[config.mk]
export PLATFORM = sky130hd
export DESIGN_NAME = cmq_front
export DESIGN_NICKNAME = d
export VERILOG_FILES = /design/src/design/cmq_pkg.sv /design/src/design/cmq_front.sv
export SDC_FILE = /design/constraint.sdc
export NUM_CORES = 1
export LEC_CHECK = 0
export ABC_AREA = 0
export ABC_CLOCK_PERIOD_IN_PS = 11100
export BUFFER_PORTS_ARGS = -buffer_cell sky130_fd_sc_hd__buf_2
export CAP_MARGIN = 5
export CORE_ASPECT_RATIO = 1.1
export CORE_MARGIN = 2
export CORE_UTILIZATION = 51
export DETAILED_ROUTE_END_ITERATION = 10
export PLACE_DENSITY = 0.77
export SETUP_SLACK_MARGIN = 0.02
export SLEW_MARGIN = 10
export SYNTH_ARGS = -nofsm -noshare
export SYNTH_HDL_FRONTEND = slang
export SYNTH_SLANG_ARGS = --single-unit
[constraint.sdc]
create_clock -name aclk -period 11.1 [get_ports aclk]
set_input_delay 1.11 -clock aclk [delete_from_list [all_inputs] [get_ports aclk]]
set_output_delay 1.11 -clock aclk [all_outputs]
set_load 0.03 [all_outputs]
[src/design/cmq_pkg.sv]
package cmq_pkg;

    // Queue and type table sizes.
    localparam int QUEUE_DEPTH = 64;
    localparam int NUM_TYPES   = 256;

    localparam int QIDX_W     = (QUEUE_DEPTH > 1) ? $clog2(QUEUE_DEPTH) : 1;
    localparam int QCNT_W     = $clog2(QUEUE_DEPTH + 1);
    localparam int TYPE_IDX_W = (NUM_TYPES > 1) ? $clog2(NUM_TYPES) : 1;

    // Field widths of the input and result words.
    localparam int TIME_W   = 31;
    localparam int ITEM_W   = 8;
    localparam int NUMBER_W = 32;

    localparam int              CREDIT_W   = 16;
    localparam logic [CREDIT_W-1:0] CREDIT_MAX = '1;

    // Event kinds.
    localparam logic OP_REQUEST = 1'b0;
    localparam logic OP_SUPPLY  = 1'b1;

    // A classified event handed from the front to the back.
    typedef struct packed {
        logic                  op;
        logic [TIME_W-1:0]     event_time;
        logic [TYPE_IDX_W-1:0] type_idx;
        logic [NUMBER_W-1:0]   number;
    } cmd_t;

    // Status reported by the back.
    typedef struct packed {
        logic              clearing;
        logic [QCNT_W-1:0] q_count;
    } status_t;

endpackage

[src/design/cmq_front.sv]
module cmq_front
    import cmq_pkg::*;
(
    input  logic              aclk,
    input  logic              aresetn,
    input  logic              s_valid,
    output logic              s_ready,
    input  logic              s_op,
    input  logic [TIME_W-1:0] s_event_time,
    input  logic [ITEM_W-1:0] s_item_type,
    input  logic              clearing,
    output logic              cmd_valid,
    output cmd_t              cmd,
    input  logic              cmd_pop
);

    localparam int CQ_DEPTH = 2;
    localparam int CQ_PTR_W = $clog2(CQ_DEPTH);
    localparam int CQ_CNT_W = $clog2(CQ_DEPTH + 1);

    cmd_t                  cq_reg [CQ_DEPTH];
    logic [CQ_PTR_W-1:0]   wr_ptr_reg, wr_ptr_next;
    logic [CQ_PTR_W-1:0]   rd_ptr_reg, rd_ptr_next;
    logic [CQ_CNT_W-1:0]   fill_reg, fill_next;
    logic [NUMBER_W-1:0]   evt_cnt_reg, evt_cnt_next;
    logic                  push;
    cmd_t                  new_cmd;

    assign s_ready   = !clearing && (fill_reg != CQ_CNT_W'(CQ_DEPTH));
    assign push      = s_valid && s_ready;
    assign cmd_valid = (fill_reg != '0);
    assign cmd       = cq_reg[rd_ptr_reg];

    // Every word gets its sequence number on acceptance; the type is reduced to a table index.
    always_comb begin
        new_cmd.op         = s_op;
        new_cmd.event_time = s_event_time;
        new_cmd.type_idx   = TYPE_IDX_W'(32'(s_item_type) % NUM_TYPES);
        new_cmd.number     = evt_cnt_reg;
    end

    always_comb begin
        wr_ptr_next  = push ? ((wr_ptr_reg == CQ_PTR_W'(CQ_DEPTH - 1)) ? '0 : wr_ptr_reg + 1'b1)
                            : wr_ptr_reg;
        rd_ptr_next  = cmd_pop ? ((rd_ptr_reg == CQ_PTR_W'(CQ_DEPTH - 1)) ? '0 : rd_ptr_reg + 1'b1)
                               : rd_ptr_reg;
        fill_next    = fill_reg + CQ_CNT_W'(push) - CQ_CNT_W'(cmd_pop);
        evt_cnt_next = push ? evt_cnt_reg + 1'b1 : evt_cnt_reg;
    end

    always_ff @(posedge aclk) begin
        if (!aresetn) begin
            wr_ptr_reg  <= '0;
            rd_ptr_reg  <= '0;
            fill_reg    <= '0;
            evt_cnt_reg <= '0;
        end else begin
            wr_ptr_reg  <= wr_ptr_next;
            rd_ptr_reg  <= rd_ptr_next;
            fill_reg    <= fill_next;
            evt_cnt_reg <= evt_cnt_next;
        end
    end

    always_ff @(posedge aclk) begin
        if (push) begin
            cq_reg[wr_ptr_reg] <= new_cmd;
        end
    end

endmodule

## After elaboration in Yosys (flattened, before gate mapping)

Memories as Yosys holds them, arrays and structs flattened. A register that Yosys moved wholly into a read port is not among the register bits.
Index checks and enable logic that the tools add are counted.

- Memories kept: 1
- RAM bits: 144
- Output and inout bits: 74
- Input port bits: 45
- Word-level logic and storage cells: 21
- Register bits after elaboration: 36

- Mux-type cells: 6
- Add/sub/neg operators: 5
- Equal/unequal tests: 1
- Reduce and logical (&&, ||, !) cells: 4

Memory list:

| memory | depth | width | rd ports | clocked after memory_dff | write ports | line | source |
|---|---|---|---|---|---|---|---|
| cq_reg | 2 | 72 | 1 | 1 | 1 | cmq_front.sv:21 | `cmd_t cq_reg [CQ_DEPTH];` |

Operators by type and width:

| cell | count |
|---|---|
| 32-bit by 1-bit adder with 32-bit output, second input constant | 1 |
| 1-bit 2-to-1 mux | 6 |
| 1-bit adder, second input constant | 2 |
| 2-bit by 1-bit adder with 2-bit output | 1 |
| 1-bit logical AND | 2 |
| 2-bit != test, second input constant | 1 |
| 2-bit nonzero test | 1 |
| 2-bit by 1-bit subtractor with 2-bit output | 1 |
| 1-bit zero test | 1 |

## Logic depth before layout (Yosys ltp)

- Depth after elaboration: 5
- Depth in mapped cells: 9
- Gate-level depth less buffers: 9

## Worst setup path after synthesis

Ideal clock, no wire load.

- Kind: input-to-reg
- Start: input clearing
- End: memory cq_reg[0][0] (netlist name) (enable)
- Library setup time: 0.503 ns
- Path slack: 5.885 ns
- Data arrival time: 4.713 ns
- Path buffers: 0
- Required time: 10.597 ns
- Cell stages on the path: 4
- Path through: nand2b_1 > nor2_1 > inv_1 > nor2_1

- Longest elaborated chain between the ends: 5

RTL lines:

| element | line | source |
|---|---|---|
| start: declaration | cmq_front.sv:11 | `input logic clearing,` |
| 1-bit zero test | cmq_front.sv:29 | `assign s_ready = !clearing && (fill_reg != CQ_CNT_W'(CQ_DEPTH));` |
| 1-bit logical AND | cmq_front.sv:29 |  |
| 1-bit logical AND | cmq_front.sv:30 | `assign push = s_valid && s_ready;` |
| 1-bit 2-to-1 mux | cmq_front.sv:66 | `if (push) begin` |
| 1-bit 2-to-1 mux (not written as such) | cmq_front.sv:67 | `cq_reg[wr_ptr_reg] <= new_cmd;` |
| end: declaration | cmq_front.sv:21 |  |

No other way between the ends.

==> flow_metrics.tcl <==
set metrics [dict create \
    reg2reg_slack_ns 8.73 \
    routed_via_density 5.32 \
    end_kind "output port" \
    clock_latency_ns 0.42 \
    io_buffers 118 \
    grt_antenna_before_repair 0 \
    slew_viol_final 0 \
    finalNetCount 584 \
    ant_nets 0 \
    drc_errors 0 \
    synth_area_um2 6840 \
    ys_types 32 \
    netlist_top_cells_area "edfxtp_1, mux2_2, dfxtp_1" \
    hold_viol_final 0 \
    crit_fanout 72 \
    vias 3780 \
    die_w_um 114 \
    post_cts_resized 0 \
    cap_violations 0 \
    regToRegStartpoint "fill_reg[1]$_SDFF_PN0_" \
    largest_register_ffs 144 \
    synth_common_cells "edfxtp_1, mux2_2, dfxtp_1" \
    cts_setup_buffers 0 \
    hold-path-endpoint "cq_reg[0][31]$_DFFE_PP_" \
    root_buffer "clkbuf_16" \
    yosysTopAreaCell "edfxtp_1" \
    min_path_type "reg2reg" \
    holdPathStages 0 \
    grt_pass1_wl_um 18800 \
    relSlewSlack 0.318 \
    core-area_um2 13200 \
    power.density_nw_per_um2 190 \
    ys_dominant_reg_cell "edfxtp_1" \
    rr_worst_depth 5 \
    worst_ep_required_time_ns 9.99 \
    critPathKind "reg2out" \
    drt-initial-drc-count 329 \
    synth_fp_nets 460 \
    routedWlPerCell_um 16.7 \
    synth_top_area_share 0.632 \
    rows 44 \
    min_period_ns 3.18 \
    p_leak_uw 0.00292 \
    clock-sinks 181 \
    cts_buffer_depth 2 \
    timing.final.crit_share 0.287 \
    fin_skew_ns 0.0106 \
    hold_buffers 0 \
    first_pass_iters 4 \
    arrival_ns 2.07 \
    chipHeight_um 125 \
    fmax_mhz 314 \
    die_area_um2 14400 \
    ys_warn_count 0 \
    start_util 0.520 \
    fin_setup_tns_ns 0 \
    worst_pin_slew_ns 1.02 \
    dp_hpwl_um 7340 \
    area_delta_synth_final_pct 19.6 \
    cts_buffers 17 \
    synth_async_sr_flop_share 0 \
    rsz0062_at_grt "false" \
    synth_seq_cells 181 \
    syn_avg_cell_area_um2 16.6 \
    status "complete, no violations" \
    grt_pass1_vias 3861 \
    vdd_drop_max_mv 0.111 \
    place_inst 678 \
    htreeDepth 4 \
    hp-start "evt_cnt_reg[31]$_SDFFE_PN0P_" \
    ys_seq_area_frac 0.741 \
    fin_cells 710 \
    num_antenna_cells 0 \
    synth.most_common_cell "edfxtp_1" \
    critPathLaunchType "flip-flop" \
    pin_count 119 \
    clkTransAtPathRegs_ns 0.07 \
    setup_violations 0 \
    drive_gt1_frac 0.430 \
    timing.rr.end "cq_reg[0][4]$_DFFE_PP_" \
    wirelength_um 11800 \
    grt_start_max_net_pins 73 \
    syn_inst 412 \
    grt.overflow.total 0 \
    place_congestion 0.778 \
    grt_util_all_layers 0.173 \
    cts_tree "yes" \
    synth_edf_count 144 \
]
routing by layer:
layer / up-vias / track usage / share of wire
met5: - / 0 / 0
met3: 11 / 0.0553 / 0.057
li1: 1797 / - / -
met2: 115 / 0.286 / 0.51
met4: 0 / 0.0667 / 0.011
met1: 1857 / 0.211 / 0.42
critical path: stages, from the launching register on:
cell and delay (ns):
dfxtp_4 0.96, mux2_2 0.44, buf_2 0.18
how the worst max path moves through the flow:
| stage | start | to | slack, ns |
|---|---|---|---|
| after global routing | flip-flop | cmd[47] | 7.82 |
| after detailed placement | clearing | cq_reg[0][40]$_DFFE_PP_ | 7.84 |
| after global placement | clearing | cq_reg[0][34]$_DFFE_PP_ | 7.96 |
| final | flip-flop | cmd[13] | 7.92 |
| after CTS | flip-flop | cmd[47] | 7.89 |
| after floorplan | clearing | cq_reg[0][0]$_DFFE_PP_ | 5.88 |
layout by cell type (no fill, tap or decap), types with 2 or more instances in the layout:
| master | instances |
|---|---|
| and4_1 | 2 |
| and3_2 | 2 |
| nand3_1 | 7 |
| or3_1 | 10 |
| nand4_2 | 2 |
| nand2b_1 | 2 |
| ha_1 | 3 |
| clkbuf_16 | 17 |
| inv_6 | 6 |
| buf_2 | 118 |
| and2_1 | 3 |
| xor2_1 | 16 |
| xnor2_1 | 7 |
| mux2_2 | 72 |
| o21ai_0 | 10 |
| nand2_1 | 15 |
| clkinv_4 | 3 |
| a21oi_1 | 11 |
| nor3_4 | 2 |
| bufinv_16 | 2 |
| dfxtp_1 | 36 |
| and3_1 | 2 |
| nand4_1 | 10 |
| nand3_2 | 2 |
| nor2_1 | 25 |
| clkinvlp_4 | 2 |
| edfxtp_1 | 144 |
| inv_1 | 5 |
report_power, final:
part | internal [uW] | switching [uW]
registers | 767 | 19.0
clock network | 338 | 255
logic | 62.3 | 114
total | 1170 | 388
metrics by stage:
stage | area [um^2] | setup slack (ns) | hold slack (ns) | util | power [uW]
after global placement | 7580 | 7.96 | 0.454 | 0.576 | 976
after CTS | 8180 | 7.89 | 0.491 | 0.621 | 1570
after global routing | 8180 | 7.82 | 0.518 | 0.621 | 1610
final | 8180 | 7.92 | 0.498 | 0.621 | 1550
after floorplan | 6840 | 5.88 | 0.439 | - | 925
after detailed placement | 7580 | 7.84 | 0.476 | 0.576 | 980
logic make-up (layout without fill, tap and decap cells):
kind of cell	count (synthesis)	in the layout	synth area share
xor+xnor	23	23	0.0295
fa+ha+maj	3	3	0.00549
mux	73	73	0.120
buf+inv	19	156	0.0132
flops	181	181	0.741
compound gates	22	22	0.0165
simple gates	91	91	0.0748
layout make-up:
type	instances	area, um^2
inverters	5	18.8
fillers	967	4980
repair buffers	119	598
flip-flops and latches	181	5070
well taps	161	201
multi-input cells	212	1690
clock buffers	17	425
clock inverters	15	170
No activity file was read; power rests on OpenSTA's default activity.
